### src/sv/mird_pkg.sv
// Shared types, constants and the CRC step for the Modbus IMU response deframer.
`timescale 1ns / 1ps
package mird_pkg;

  // Payload store geometry: two banks of one frame's payload each
  localparam int PAYLOAD_BYTES = 30;
  localparam int PL_AW         = $clog2(PAYLOAD_BYTES);
  localparam int RAM_AW        = PL_AW + 1;

  // Frame constants
  localparam logic [7:0]  DEV_ADDR_RST = 8'h50;
  localparam logic [7:0]  FC_READ_HOLD = 8'h03;
  localparam logic [15:0] CRC_INIT     = 16'hFFFF;
  localparam logic [15:0] CRC_POLY     = 16'hA001;
  localparam logic [8:0]  POS_MAX      = 9'd511;
  localparam logic [8:0]  HDR_BYTES    = 9'd3;
  localparam logic [8:0]  MIN_FRAME    = 9'd5;

  // Byte counts that select a block
  localparam logic [7:0] CNT_MAIN = 8'd30;
  localparam logic [7:0] CNT_QUAT = 8'd8;
  localparam logic [7:0] CNT_TEMP = 8'd2;

  // Value indexes within the blocks
  localparam logic [3:0] MAIN_I16_VALUES = 4'd9;
  localparam logic [3:0] MAIN_LAST_IDX   = 4'd11;
  localparam logic [3:0] QUAT_LAST_IDX   = 4'd3;

  typedef enum logic [1:0] {
    KIND_MAIN = 2'd0,
    KIND_QUAT = 2'd1,
    KIND_TEMP = 2'd2
  } kind_e;

  // One accepted frame waiting to be unpacked
  typedef struct packed {
    logic  bank;
    kind_e kind;
  } job_t;

  // Queue status seen by the front and back
  typedef struct packed {
    logic full;
    logic valid;
    job_t head;
  } q_stat_t;

  // Payload store write request
  typedef struct packed {
    logic              we;
    logic [RAM_AW-1:0] addr;
    logic [7:0]        data;
  } ram_wr_t;

  // One byte of CRC-16/Modbus, reflected polynomial
  function automatic logic [15:0] crc_byte(input logic [15:0] crc_in, input logic [7:0] b);
    logic [15:0] c;
    c = crc_in ^ {8'h00, b};
    for (int i = 0; i < 8; i++) begin
      c = c[0] ? ((c >> 1) ^ CRC_POLY) : (c >> 1);
    end
    return c;
  endfunction

endpackage

### src/sv/modbus_imu_response_deframer_core.sv
// Top level of the Modbus RTU holding-register response deframer.
//
// Input stream: one frame byte per item on s_axis_tdata, s_axis_tlast on the
// last byte of a frame. Output stream: one decoded register value per item,
// block kind on m_axis_tuser, last value of the frame on m_axis_tlast.
// cfg_we_i/cfg_wdata_i load the expected slave address (0x50 after reset).
// Bytes are taken one per cycle. A frame that passes the address, function,
// length and CRC checks is queued; the payload sits in one of two RAM banks.
// The input stalls only when two accepted frames are still being unpacked.
// The unpacker reads the payload from the RAM port byte by byte, a read
// state then a capture state per byte; an int16 value takes two bytes and
// an int32 value four, and each value then passes a put state.
// The output register holds its item while m_axis_tready is low, and the
// unpacker then waits with the next value ready. Reset clears all frame
// state and the queue; the payload RAM is not cleared.
`timescale 1ns / 1ps
module modbus_imu_response_deframer_core (
  input  logic        clk_i,
  input  logic        rst_ni,
  input  logic        cfg_we_i,
  input  logic [7:0]  cfg_wdata_i,
  input  logic        s_axis_tvalid,
  output logic        s_axis_tready,
  input  logic [7:0]  s_axis_tdata,   // [7:0] rx_byte
  input  logic        s_axis_tlast,
  output logic        m_axis_tvalid,
  input  logic        m_axis_tready,
  output logic [39:0] m_axis_tdata,   // [3:0] value_index, [35:4] raw_value, [39:36] zero
  output logic [1:0]  m_axis_tuser,   // [1:0] block_kind
  output logic        m_axis_tlast
);

  mird_pkg::q_stat_t          q_stat;
  mird_pkg::job_t             job;
  mird_pkg::ram_wr_t          ram_wr;
  logic                       push;
  logic                       pop;
  logic                       rd_en;
  logic [mird_pkg::RAM_AW-1:0] rd_addr;
  logic [7:0]                 rd_data;
  mird_pkg::kind_e            out_kind;
  logic [3:0]                 out_idx;
  logic signed [31:0]         out_value;

  mird_front u_front (
    .clk_i       (clk_i),
    .rst_ni      (rst_ni),
    .cfg_we_i    (cfg_we_i),
    .cfg_wdata_i (cfg_wdata_i),
    .in_valid_i  (s_axis_tvalid),
    .in_ready_o  (s_axis_tready),
    .rx_byte_i   (s_axis_tdata),
    .frame_end_i (s_axis_tlast),
    .q_stat_i    (q_stat),
    .push_o      (push),
    .job_o       (job),
    .ram_wr_o    (ram_wr)
  );

  mird_ram #(
    .DW (8),
    .AW (mird_pkg::RAM_AW)
  ) u_ram (
    .clk_i   (clk_i),
    .we_i    (ram_wr.we),
    .waddr_i (ram_wr.addr),
    .wdata_i (ram_wr.data),
    .re_i    (rd_en),
    .raddr_i (rd_addr),
    .rdata_o (rd_data)
  );

  mird_queue u_queue (
    .clk_i  (clk_i),
    .rst_ni (rst_ni),
    .push_i (push),
    .job_i  (job),
    .pop_i  (pop),
    .stat_o (q_stat)
  );

  mird_back u_back (
    .clk_i       (clk_i),
    .rst_ni      (rst_ni),
    .q_stat_i    (q_stat),
    .pop_o       (pop),
    .rd_en_o     (rd_en),
    .rd_addr_o   (rd_addr),
    .rd_data_i   (rd_data),
    .out_valid_o (m_axis_tvalid),
    .out_ready_i (m_axis_tready),
    .out_kind_o  (out_kind),
    .out_idx_o   (out_idx),
    .out_value_o (out_value),
    .out_last_o  (m_axis_tlast)
  );

  // Output packing
  assign m_axis_tdata = {4'b0000, out_value, out_idx};
  assign m_axis_tuser = out_kind;

endmodule

### src/sv/mird_ram.sv
// Simple dual-port RAM with registered read data.
`timescale 1ns / 1ps
module mird_ram #(
  parameter int DW = 8,
  parameter int AW = 6
) (
  input  logic          clk_i,
  input  logic          we_i,
  input  logic [AW-1:0] waddr_i,
  input  logic [DW-1:0] wdata_i,
  input  logic          re_i,
  input  logic [AW-1:0] raddr_i,
  output logic [DW-1:0] rdata_o
);

  logic [DW-1:0] mem_q [2**AW];

  always_ff @(posedge clk_i) begin
    if (we_i) begin
      mem_q[waddr_i] <= wdata_i;
    end
  end

  always_ff @(posedge clk_i) begin
    if (re_i) begin
      rdata_o <= mem_q[raddr_i];
    end
  end

endmodule

### src/sv/mird_front.sv
// Front end: frame parsing, CRC, payload capture and frame acceptance.
`timescale 1ns / 1ps
module mird_front (
  input  logic                clk_i,
  input  logic                rst_ni,
  input  logic                cfg_we_i,
  input  logic [7:0]          cfg_wdata_i,
  input  logic                in_valid_i,
  output logic                in_ready_o,
  input  logic [7:0]          rx_byte_i,
  input  logic                frame_end_i,
  input  mird_pkg::q_stat_t   q_stat_i,
  output logic                push_o,
  output mird_pkg::job_t      job_o,
  output mird_pkg::ram_wr_t   ram_wr_o
);

  logic [7:0]  dev_addr_q;
  logic [8:0]  pos_q, pos_d;
  logic [15:0] crc_q, crc_d;
  logic        hdr_ok_q, hdr_ok_d;
  logic [7:0]  count_q, count_d;
  logic [15:0] rx_crc_q, rx_crc_d;
  logic        bank_q;

  logic        accept;
  logic [8:0]  limit;
  logic [8:0]  pay_idx;
  logic        frame_ok;
  logic        kind_ok;
  mird_pkg::kind_e kind;

  // A byte may enter only while a payload bank is free
  assign in_ready_o = !q_stat_i.full;
  assign accept     = in_valid_i && in_ready_o;

  // Per-byte frame parsing
  always_comb begin
    hdr_ok_d = hdr_ok_q;
    count_d  = count_q;
    crc_d    = crc_q;
    rx_crc_d = rx_crc_q;
    ram_wr_o.we   = 1'b0;
    ram_wr_o.data = rx_byte_i;

    if (pos_q == 9'd0) begin
      hdr_ok_d = (rx_byte_i == dev_addr_q);
    end else if (pos_q == 9'd1) begin
      hdr_ok_d = hdr_ok_q && (rx_byte_i == mird_pkg::FC_READ_HOLD);
    end else if (pos_q == 9'd2) begin
      count_d = rx_byte_i;
    end

    limit   = mird_pkg::HDR_BYTES + {1'b0, count_d};
    pay_idx = pos_q - mird_pkg::HDR_BYTES;
    ram_wr_o.addr = {bank_q, pay_idx[mird_pkg::PL_AW-1:0]};

    if (pos_q < mird_pkg::HDR_BYTES || pos_q < limit) begin
      crc_d = mird_pkg::crc_byte(crc_q, rx_byte_i);
      if (pos_q >= mird_pkg::HDR_BYTES && pay_idx < 9'(mird_pkg::PAYLOAD_BYTES)) begin
        ram_wr_o.we = accept;
      end
    end else if (pos_q == limit) begin
      rx_crc_d[7:0] = rx_byte_i;
    end else if (pos_q == limit + 9'd1) begin
      rx_crc_d[15:8] = rx_byte_i;
    end

    pos_d = (pos_q == mird_pkg::POS_MAX) ? pos_q : pos_q + 9'd1;

    frame_ok = (pos_d >= mird_pkg::MIN_FRAME) && hdr_ok_d &&
               (pos_d >= {1'b0, count_d} + mird_pkg::MIN_FRAME) && (rx_crc_d == crc_d);
  end

  // Block kind from the byte count
  always_comb begin
    kind    = mird_pkg::KIND_MAIN;
    kind_ok = 1'b1;
    case (count_d)
      mird_pkg::CNT_MAIN: kind = mird_pkg::KIND_MAIN;
      mird_pkg::CNT_QUAT: kind = mird_pkg::KIND_QUAT;
      mird_pkg::CNT_TEMP: kind = mird_pkg::KIND_TEMP;
      default:            kind_ok = 1'b0;
    endcase
  end

  assign push_o     = accept && frame_end_i && frame_ok && kind_ok;
  assign job_o.bank = bank_q;
  assign job_o.kind = kind;

  // Frame state; cleared after every frame end
  always_ff @(posedge clk_i or negedge rst_ni) begin
    if (!rst_ni) begin
      dev_addr_q <= mird_pkg::DEV_ADDR_RST;
      pos_q      <= 9'd0;
      crc_q      <= mird_pkg::CRC_INIT;
      hdr_ok_q   <= 1'b0;
      count_q    <= 8'd0;
      rx_crc_q   <= 16'd0;
      bank_q     <= 1'b0;
    end else begin
      if (cfg_we_i) begin
        dev_addr_q <= cfg_wdata_i;
      end
      if (push_o) begin
        bank_q <= !bank_q;
      end
      if (accept) begin
        if (frame_end_i) begin
          pos_q    <= 9'd0;
          crc_q    <= mird_pkg::CRC_INIT;
          hdr_ok_q <= 1'b0;
          count_q  <= 8'd0;
          rx_crc_q <= 16'd0;
        end else begin
          pos_q    <= pos_d;
          crc_q    <= crc_d;
          hdr_ok_q <= hdr_ok_d;
          count_q  <= count_d;
          rx_crc_q <= rx_crc_d;
        end
      end
    end
  end

endmodule

### src/sv/mird_queue.sv
// Two-entry queue of accepted frames between front and back.
`timescale 1ns / 1ps
module mird_queue (
  input  logic              clk_i,
  input  logic              rst_ni,
  input  logic              push_i,
  input  mird_pkg::job_t    job_i,
  input  logic              pop_i,
  output mird_pkg::q_stat_t stat_o
);

  mird_pkg::job_t ent_q [2];
  logic           wr_ptr_q;
  logic           rd_ptr_q;
  logic [1:0]     cnt_q;

  assign stat_o.full  = (cnt_q == 2'd2);
  assign stat_o.valid = (cnt_q != 2'd0);
  assign stat_o.head  = ent_q[rd_ptr_q];

  // Entries hold job data only and are not reset
  always_ff @(posedge clk_i) begin
    if (push_i) begin
      ent_q[wr_ptr_q] <= job_i;
    end
  end

  // Pointers and fill count
  always_ff @(posedge clk_i or negedge rst_ni) begin
    if (!rst_ni) begin
      wr_ptr_q <= 1'b0;
      rd_ptr_q <= 1'b0;
      cnt_q    <= 2'd0;
    end else begin
      if (push_i) begin
        wr_ptr_q <= !wr_ptr_q;
      end
      if (pop_i) begin
        rd_ptr_q <= !rd_ptr_q;
      end
      if (push_i && !pop_i) begin
        cnt_q <= cnt_q + 2'd1;
      end else if (pop_i && !push_i) begin
        cnt_q <= cnt_q - 2'd1;
      end
    end
  end

endmodule

### src/sv/mird_back.sv
// Back end: reads a stored payload byte by byte and emits the decoded values.
`timescale 1ns / 1ps
module mird_back (
  input  logic                        clk_i,
  input  logic                        rst_ni,
  input  mird_pkg::q_stat_t           q_stat_i,
  output logic                        pop_o,
  output logic                        rd_en_o,
  output logic [mird_pkg::RAM_AW-1:0] rd_addr_o,
  input  logic [7:0]                  rd_data_i,
  output logic                        out_valid_o,
  input  logic                        out_ready_i,
  output mird_pkg::kind_e             out_kind_o,
  output logic [3:0]                  out_idx_o,
  output logic signed [31:0]          out_value_o,
  output logic                        out_last_o
);

  typedef enum logic [1:0] {
    ST_IDLE,
    ST_READ,
    ST_CAP,
    ST_PUT
  } state_e;

  state_e                     state_q;
  logic [mird_pkg::PL_AW-1:0] byte_q;
  logic [3:0]                 val_q;
  logic [1:0]                 sub_q;
  logic [31:0]                acc_q;

  logic        wide;
  logic [1:0]  sub_last;
  logic        is_last;
  logic        slot_free;
  logic [31:0] value;

  // Value shape for the current index
  always_comb begin
    wide     = (q_stat_i.head.kind == mird_pkg::KIND_MAIN) && (val_q >= mird_pkg::MAIN_I16_VALUES);
    sub_last = wide ? 2'd3 : 2'd1;
    // int32 is two big-endian words, low word first
    value    = wide ? {acc_q[15:0], acc_q[31:16]} : {{16{acc_q[15]}}, acc_q[15:0]};
    case (q_stat_i.head.kind)
      mird_pkg::KIND_MAIN: is_last = (val_q == mird_pkg::MAIN_LAST_IDX);
      mird_pkg::KIND_QUAT: is_last = (val_q == mird_pkg::QUAT_LAST_IDX);
      mird_pkg::KIND_TEMP: is_last = 1'b1;
      default:             is_last = 1'b1;
    endcase
  end

  assign slot_free = !out_valid_o || out_ready_i;
  assign pop_o     = (state_q == ST_PUT) && slot_free && is_last;
  assign rd_en_o   = (state_q == ST_READ);
  assign rd_addr_o = {q_stat_i.head.bank, byte_q};

  // Sequencer and output register
  always_ff @(posedge clk_i or negedge rst_ni) begin
    if (!rst_ni) begin
      state_q     <= ST_IDLE;
      byte_q      <= '0;
      val_q       <= 4'd0;
      sub_q       <= 2'd0;
      acc_q       <= 32'd0;
      out_valid_o <= 1'b0;
      out_kind_o  <= mird_pkg::KIND_MAIN;
      out_idx_o   <= 4'd0;
      out_value_o <= 32'sd0;
      out_last_o  <= 1'b0;
    end else begin
      // Output register: loaded by the sequencer, emptied when taken
      if (state_q == ST_PUT && slot_free) begin
        out_valid_o <= 1'b1;
      end else if (out_ready_i) begin
        out_valid_o <= 1'b0;
      end
      case (state_q)
        ST_IDLE: begin
          if (q_stat_i.valid) begin
            byte_q  <= '0;
            val_q   <= 4'd0;
            sub_q   <= 2'd0;
            state_q <= ST_READ;
          end
        end
        ST_READ: begin
          state_q <= ST_CAP;
        end
        ST_CAP: begin
          acc_q  <= {acc_q[23:0], rd_data_i};
          byte_q <= byte_q + 1'b1;
          if (sub_q == sub_last) begin
            sub_q   <= 2'd0;
            state_q <= ST_PUT;
          end else begin
            sub_q   <= sub_q + 2'd1;
            state_q <= ST_READ;
          end
        end
        ST_PUT: begin
          if (slot_free) begin
            out_kind_o  <= q_stat_i.head.kind;
            out_idx_o   <= val_q;
            out_value_o <= value;
            out_last_o  <= is_last;
            val_q       <= val_q + 4'd1;
            state_q     <= is_last ? ST_IDLE : ST_READ;
          end
        end
        default: begin
          state_q <= ST_IDLE;
        end
      endcase
    end
  end

endmodule

### config.mk
export PLATFORM = sky130hd
export DESIGN_NAME = modbus_imu_response_deframer_core
export DESIGN_NICKNAME = d
export VERILOG_FILES = /design/src/sv/mird_pkg.sv /design/src/sv/modbus_imu_response_deframer_core.sv /design/src/sv/mird_ram.sv /design/src/sv/mird_front.sv /design/src/sv/mird_queue.sv /design/src/sv/mird_back.sv
export SDC_FILE = /design/constraint.sdc
export NUM_CORES = 1
export LEC_CHECK = 0
export BUFFER_PORTS_ARGS = -buffer_cell sky130_fd_sc_hd__buf_4
export CORE_MARGIN = 8
export CORE_UTILIZATION = 55
export DETAILED_ROUTE_END_ITERATION = 10
export GPL_TIMING_DRIVEN = 0
export PLACE_DENSITY = 0.74
export REMOVE_ABC_BUFFERS = 1
export SLEW_MARGIN = 40
export SYNTH_ARGS = -nofsm -noshare
export SYNTH_HDL_FRONTEND = slang
export SYNTH_HIERARCHICAL = 1
export SYNTH_SLANG_ARGS = --single-unit
### constraint.sdc
create_clock -name clk_i -period 8.64 [get_ports clk_i]
set_input_delay 1.728 -clock clk_i [delete_from_list [all_inputs] [get_ports clk_i]]
set_output_delay 1.728 -clock clk_i [all_outputs]
set_load 0.02 [all_outputs]
==> metrics.cfg, run 1 <==
[clocking]
path_clk_slew_ps = 60
clockBufferDepth = 3
htree_levels = 3
cts_tree = built
clock_sinks = 674
cts_resized = 0
post_cts_buffers = 0
cts_hold_buf = 0
cts-root-buf = clkbuf_16
clk_latency_ps = 600
cts_buffers = 69

[sta]
skew_ps = 19.6
finalCritPeriodShare_pct = 92.7
drv_slew = 0
min_period_ps = 8010
rsz0062_at_grt = no
worstMarginPinSlew_ps = 878
max_freq_mhz = 125
relSlewSlack_pct = 41.2
setup_viol = 0
whs_ps = 436
hold_violations = 0

[finish]
layout-drive-gt1-share_pct = 20.4
final_net_count = 2072
area_delta_synth_final_pct = 11.5
design_area_um2 = 33200
num_antenna_cells = 0

[setup_path]
crit_top_cell = ha_1
r2r_cells = 23
cpPeakStageDelay_ps = 890
crit_type = flip-flop to flip-flop
cp-end-kind = flip-flop
crit_arrival_ps = 8520
crit_slowest_cell = or4_1
worst_setup_path_start_kind = flip-flop
crit_chain = inv_1, ha_1, nor2b_1, and4_4, mux2i_2, ha_1, and3b_1, xor2_1, a21oi_1, ha_1, nand2_1, a211oi_1, o2111ai_1, o2bb2ai_4, or4_1, mux2i_1, xnor2_1, nand4_1, or4b_2, nor4_2, ha_1, nor2_1, xor2_1
worstPathRequired_ps = 9160
r2r_slack_ps = 630
path_max_fanout = 20

[die]
ios = 67
die_w_um = 249
fp.dieH_um = 249
core.rowCount = 85
start_util_pct = 55.5
dieArea_um2 = 61900
design.core.area_um2 = 53700

[run_status]
outcome = finished, final reports clean

[power_and_ir_drop]
power_density_nw_per_um2 = 303
vdd_drop_max_uv = 305
leakagePower_nw = 11.5
power.total_mw = 10.1

[global_route]
grt_pass1_wl_um = 102000
grt_usage_pct = 21.1
grt_start_max_net_pins = 85
antenna_found_initial = 0
grt-ovfl-total = 0
grt_pass1_vias = 17600

[route]
viasPerCell = 6.29
firstDrtPassIters = 5
drtIter0Drc = 1772
vias = 17400
ant_nets = 0
totalWireLength_um = 66500
wire_per_inst_um = 24.0
drc_errors = 0

[synthesis]
synth_area_per_cell_um2 = 15.0
yosys.area.top_type_share_pct = 53.0
synthCells = 1992
synth_top_area_cell = edfxtp_1
async_flop_share_pct = 22.0
synth_area_leaders = edfxtp_1, dfrtp_1, mux4_2, nand2_1, mux2i_1
yosysWarnings = 6
ys_ff_latch = 674
ys_types = 83
syn_area_um2 = 29800
ys_seq_area_share_pct = 65.5
synth-edff-count = 526
synth_ff_type = edfxtp_1

[placed_design]
dpl-instance-area_um2 = 30900
place_congestion = 0.856
hpwl_um = 39800
port_buffers = 62

[min_path]
hold_path_depth = 2
hold_path.class = flip-flop to flip-flop

[run]
drv_cap = 0

cell usage in the layout (no fill, tap or decap), types with 9 or more instances in the layout:
cell	netlist	layout
o22ai_1	12	12
edfxtp_1	526	526
ha_1	30	30
nand4_1	14	14
o21ai_0	57	57
buf_4	30	59
a31oi_1	17	17
a22oi_1	12	12
a22o_1	9	9
nor2b_1	23	21
xor2_1	37	35
a21o_1	9	9
a21oi_1	47	47
o21ai_1	38	38
mux2_2	29	29
nor4_1	11	10
clkinv_1	0	18
o22a_1	23	23
buf_6	8	10
buf_12	2	10
clkbuf_16	0	72
clkbuf_1	61	11
nand3_1	32	31
nor2_2	0	32
dfstp_2	18	18
nor2_1	135	103
xnor2_1	57	56
nand2b_1	15	14
dfrtp_1	130	125
a211oi_1	9	9
nand2_1	215	214
clkinv_2	0	9
mux2i_1	70	69
nor3_1	23	21
inv_1	23	23
mux4_2	126	126
worst paths after layout:
path	start	to
min in group asynchronous	rst_ni	u_back/out_value_o[13]
max	u_front/pos_q[0]	u_queue/cnt_q[1]
max reg2reg	u_front/pos_q[0]	u_queue/cnt_q[1]
min	u_ram/rdata_o[1]	u_back/acc_q[1]
min reg2reg	u_ram/rdata_o[1]	u_back/acc_q[1]
max in group asynchronous	rst_ni	u_front/dev_addr_q[4]
synthesized netlist by cell type, drive strengths merged, types with 5 or more instances:
| master | n |
|---|---|
| nor2b | 23 |
| a21o | 9 |
| nand2b | 15 |
| o21ai | 95 |
| edfxtp | 526 |
| clkbuf | 61 |
| inv | 24 |
| buf | 74 |
| a22o | 9 |
| mux4 | 126 |
| mux2 | 29 |
| dfrtp | 130 |
| a22oi | 12 |
| o2111ai | 8 |
| a221oi | 6 |
| a21oi | 48 |
| mux2i | 70 |
| xnor2 | 58 |
| a31oi | 17 |
| nor3b | 6 |
| dfstp | 18 |
| o21a | 5 |
| nand4 | 14 |
| nand3b | 6 |
| and2b | 6 |
| nor4 | 14 |
| o22ai | 12 |
| nand2 | 216 |
| a211oi | 9 |
| nand3 | 32 |
| o221ai | 8 |
| nor2 | 135 |
| ha | 30 |
| nor3 | 24 |
| o22a | 23 |
| xor2 | 37 |
| and3 | 6 |
final cells by class:
cell class / instances / area (um2)
Tap cell: 696 / 871
Multi-Input combinational cell: 1162 / 9610
Clock inverter: 40 / 323
Timing Repair Buffer: 89 / 926
Fill cell: 3739 / 20500
Clock buffer: 83 / 1840
Sequential cell: 674 / 19500
Inverter: 24 / 90.1
through the flow:
stage | instances | utilization [%] | TNS, ps | setup slack [ps]
after CTS | 2768 | 61.6 | 0 | 298
after floorplan | 1860 | - | 0 | 1170
after detailed placement | 2645 | 57.6 | -756 | -201
after global placement | 2618 | 56.6 | -189810 | -670
after global routing | 2768 | 61.8 | 0 | 122
final | 2768 | 61.8 | 0 | 634
power by group:
group	leakage, nW	switching [mW]	internal, mW
Sequential	6.61	0.322	3.81
Clock	1.05	1.20	1.65
Combinational	3.85	1.72	1.38
registers in the layout (all words and copies together), names as in the netlist, 4 cells and up:
register,cells
u_back/out_value_o,32
u_front/crc_q,16
u_queue/ent_q,6
u_back/acc_q,32
u_front/rx_crc_q,16
u_front/dev_addr_q,8
u_front/count_q,8
u_front/pos_q,9
u_ram/rdata_o,8
u_back/byte_q,5
u_back/val_q,4
u_back/out_idx_o,4
u_ram/mem_q,512
kinds of logic (layout without fill, tap and decap cells):
group	Yosys count	count (layout)	synth area share (%)
flops	674	674	65.5
simple gates	518	518	8.05
compound gates	288	288	6.38
mux	225	225	13.0
buf+inv	159	236	2.80
xor+xnor	97	97	2.97
fa+ha+maj	30	30	1.26
other cells	1	4	0.0126
worst max-delay path, delay by kind of cell, from the launching register on:
kind	cells	cell delay, ps
AND/OR/NAND/NOR	9	3360
multiplexers	2	940
adder cells (fa/ha/maj)	4	1670
XOR/XNOR	3	460
flip-flops	1	490
AO/OA/AOI/OAI	4	720
buffers and inverters	1	250
routing by layer:
metal	part of all wire (%)	vias to the layer above	global-route usage [%]	wire length, um
met5	0	-	0	0
met3	8.4	136	4.91	5550
met1	39	8862	27.3	25900
met2	50	773	35.2	33000
li1	-	7640	-	-
met4	3.0	0	7.02	1990
Power figures use the tool's default switching activity.
==> inputs of run 2 (changes only) <==
ABC_AREA = 1   (was not set)
CORE_ASPECT_RATIO = 2   (was not set)
==> metrics.cfg, run 2 <==
[run_status]
outcome = finished, final reports clean  ; unchanged

[finish]
reg_top3 = u_ram/mem_q (512), u_back/acc_q (32), u_back/out_value_o (32)  ; unchanged
regMostFlops = u_ram/mem_q  ; unchanged
fin_cells = 3798  ; was 2768
final_net_count = 3053  ; was 2072
largest_reg_flops = 512  ; unchanged
fillers = 4488  ; was 3739
layout_common_cells = nand2_1, nand3_1, edfxtp_1  ; was edfxtp_1, nand2_1, mux4_2
layout-drive-gt1-share_pct = 10.3  ; was 20.4%
mostFrequentLayoutCell = nand2_1  ; was edfxtp_1
area_delta_synth_final_pct = 9.04  ; was 11.5%
num_antenna_cells = 0  ; unchanged

[setup_path]
r2r_cells = 26  ; was 23
r2r-start = u_front/pos_q[0]  ; unchanged
r2r_slack_ps = 340  ; was 630 ps
worstPathRequired_ps = 8860  ; was 9160 ps
worst_setup_path_start_kind = flip-flop  ; unchanged
cp-end-kind = flip-flop  ; unchanged
cp.depth = 26  ; was 23
crit-reg2reg-capture = u_ram/mem_q[1][0]  ; was u_queue/cnt_q[1]
path_buf_inv = 6  ; was 1
endpoint = u_ram/mem_q[1][0]  ; was u_queue/cnt_q[1]
crit_slowest_cell = nor2_1  ; was or4_1
crit_arrival_ps = 8520  ; about the same
path_max_fanout = 24  ; was 20
crit_type = flip-flop to flip-flop  ; unchanged
crit_start = u_front/pos_q[0]  ; unchanged
cpPeakStageDelay_ps = 940  ; was 890 ps
cp_top_family = simple AND/OR/NAND/NOR gates  ; unchanged

[synthesis]
synth.most_common_cell = nand2_1  ; was edfxtp_1
synth_top_area_cell = edfxtp_1  ; unchanged
synth_top_family_by_area = simple AND/OR/NAND/NOR gates  ; was multiplexers
yosys.area.top_type_share_pct = 51.2  ; was 53.0%
synth_area_leaders = edfxtp_1, nand2_1, dfrtp_1, nand3_1, inv_1  ; was edfxtp_1, dfrtp_1, mux4_2, nand2_1, mux2i_1
synth.mux.area_fraction_pct = 0.401  ; was 13.0%
yosysWarnings = 6  ; unchanged
synth_ff_type = edfxtp_1  ; unchanged
synth_common_cells = nand2_1, nand3_1, edfxtp_1  ; was edfxtp_1, nand2_1, nor2_1
ys_ff_latch = 674  ; unchanged
synth_compound_area_share_pct = 2.67  ; was 6.38%
async_flop_share_pct = 22.0  ; unchanged
synth_fa_ha_area_share_pct = 1.22  ; was 1.26%
synth_area_per_cell_um2 = 10.2  ; was 15.0 um2
synth-xor-area-share_pct = 1.39  ; was 2.97%
ys_types = 48  ; was 83
synthCells = 3025  ; was 1992
synth-edff-count = 526  ; unchanged
ys_seq_area_share_pct = 63.3  ; was 65.5%
syn_area_um2 = 30900  ; was 29800 um2
synthSimpleGateAreaFrac_pct = 25.3  ; was 8.05%

[route]
drc_errors = 0  ; unchanged
totalWireLength_um = 73100  ; was 66500 um
ant_nets = 0  ; unchanged
firstDrtPassIters = 5  ; unchanged
drtIter0Drc = 2290  ; was 1772
wire_per_inst_um = 19.2  ; was 24.0 um
vias = 21600  ; was 17400
viasPerCell = 5.68  ; was 6.29

[sta]
rsz0062_at_grt = yes  ; was no
worstMarginPinSlew_ps = 966  ; was 878 ps
setup_viol = 0  ; unchanged
finalCritPeriodShare_pct = 96.1  ; was 92.7%
hold_violations = 0  ; unchanged
min_period_ps = 8300  ; was 8010 ps
relSlewSlack_pct = 35.4  ; was 41.2%
whs_ps = 454  ; was 436 ps
layout_setup_ws_ps = 340  ; was 634 ps
tns_ps = 0  ; unchanged
drv_slew = 0  ; unchanged
max_freq_mhz = 120  ; was 125 MHz
skew_ps = 25.0  ; was 19.6 ps

[global_route]
grt_pass1_vias = 20900  ; was 17600
grt-ovfl-total = 0  ; unchanged
grt.busiest_layer = met2  ; unchanged
grt_usage_pct = 22.6  ; was 21.1%
grt_use_met3_pct = 2.99  ; was 4.91%
grt_use_met1_pct = 29.8  ; was 27.3%
grt_start_max_net_pins = 143  ; was 85
antenna_found_initial = 0  ; unchanged
grt_pass1_wl_um = 115000  ; was 102000 um
use_met2_pct = 37.5  ; was 35.2%

[clocking]
cts_tree = built  ; unchanged
htree_levels = 2  ; was 3
clock_sinks = 674  ; unchanged
clk_latency_ps = 610  ; was 600 ps
cts_resized = 0  ; unchanged
cts_hold_buf = 0  ; unchanged
clockBufferDepth = 3  ; unchanged
path_clk_slew_ps = 70  ; was 60 ps
post_cts_buffers = 0  ; unchanged
cts-root-buf = clkbuf_16  ; unchanged
cts_buffers = 57  ; was 69

[die]
dieArea_um2 = 64400  ; was 61900 um2
design.core.area_um2 = 55900  ; was 53700 um2
fp.dieH_um = 351  ; was 249 um
die_w_um = 183  ; was 249 um
start_util_pct = 55.2  ; was 55.5%
ios = 67  ; unchanged
core.rowCount = 123  ; was 85

[placed_design]
dp.cells = 3690  ; was 2645
hpwl_um = 44500  ; was 39800 um
preCtsSetupSlack_ps = 151  ; was -201 ps
place_congestion = 0.924  ; was 0.856
port_buffers = 62  ; unchanged

[power_and_ir_drop]
power.total_mw = 10.5  ; was 10.1 mW
leakagePower_nw = 13.3  ; was 11.5 nW
power_density_nw_per_um2 = 312  ; was 303 nW/um2
vdd_drop_max_uv = 214  ; was 305 uV

[min_path]
hold_path.class = flip-flop to flip-flop  ; unchanged

[run]
drv_cap = 0  ; unchanged

==> run 2: area by class of cell <==
class / count / area (um2) / share of cell area (%)
sequential: 674 / 19500 / 58.1
multi-input combinational: 2023 / 9690 / 28.8
clock buffer: 70 / 1490 / 4.41
timing repair buffer: 90 / 955 / 2.84
tap: 750 / 938 / 2.79
inverter: 155 / 622 / 1.85
clock inverter: 36 / 418 / 1.24
==> run 2: worst min path at each step <==
stage	start	end	slack, ps	cells after the start
finish	u_ram/rdata_o[0]	u_back/acc_q[0]	450	2
global route	u_ram/rdata_o[2]	u_back/acc_q[2]	490	2
CTS	u_ram/rdata_o[7]	u_back/acc_q[7]	460	2
detailed placement	u_ram/rdata_o[3]	u_back/acc_q[3]	440	2
global placement	u_ram/rdata_o[1]	u_back/acc_q[1]	440	2
floorplan	u_ram/rdata_o[0]	u_back/acc_q[0]	430	2
==> run 2: metal layers <==
layer / up-vias / share of wire [%]
li1: 10200 / -
met1: 10300 / 40
met2: 901 / 48
met3: 155 / 7.8
met4: 0 / 3.8
met5: - / 0
==> run 2: report_power, final <==
| part | internal, mW | total (mW) | switching, mW |
|---|---|---|---|
| Sequential | 3.78 | 3.98 | 0.202 |
| Clock | 1.49 | 2.62 | 1.13 |
| Combinational | 1.18 | 3.89 | 2.71 |
| Total | 6.45 | 10.5 | 4.05 |
==> run 2: cells by family after synthesis <==
logic type,count (synthesis)
simple gates,1779
buf+inv,331
flops,674
compound gates,150
other cells,1
fa+ha+maj,30
xor+xnor,49
mux,11
==> run 2: tightest hold or removal path: stages, from the launching register on <==
cell and delay (ps):
edfxtp_1 320, nand2_1 50, o21ai_0 60
==> run 2: metrics by stage <==
step / area, um2 / utilization (%)
6_report: 33600 / 60.2
5_1_grt: 33600 / 60.2
4_1_cts: 33500 / 60.1
3_5_place_dp: 31600 / 56.6
3_3_place_gp: 31100 / 55.7
2_1_floorplan: 29700 / -
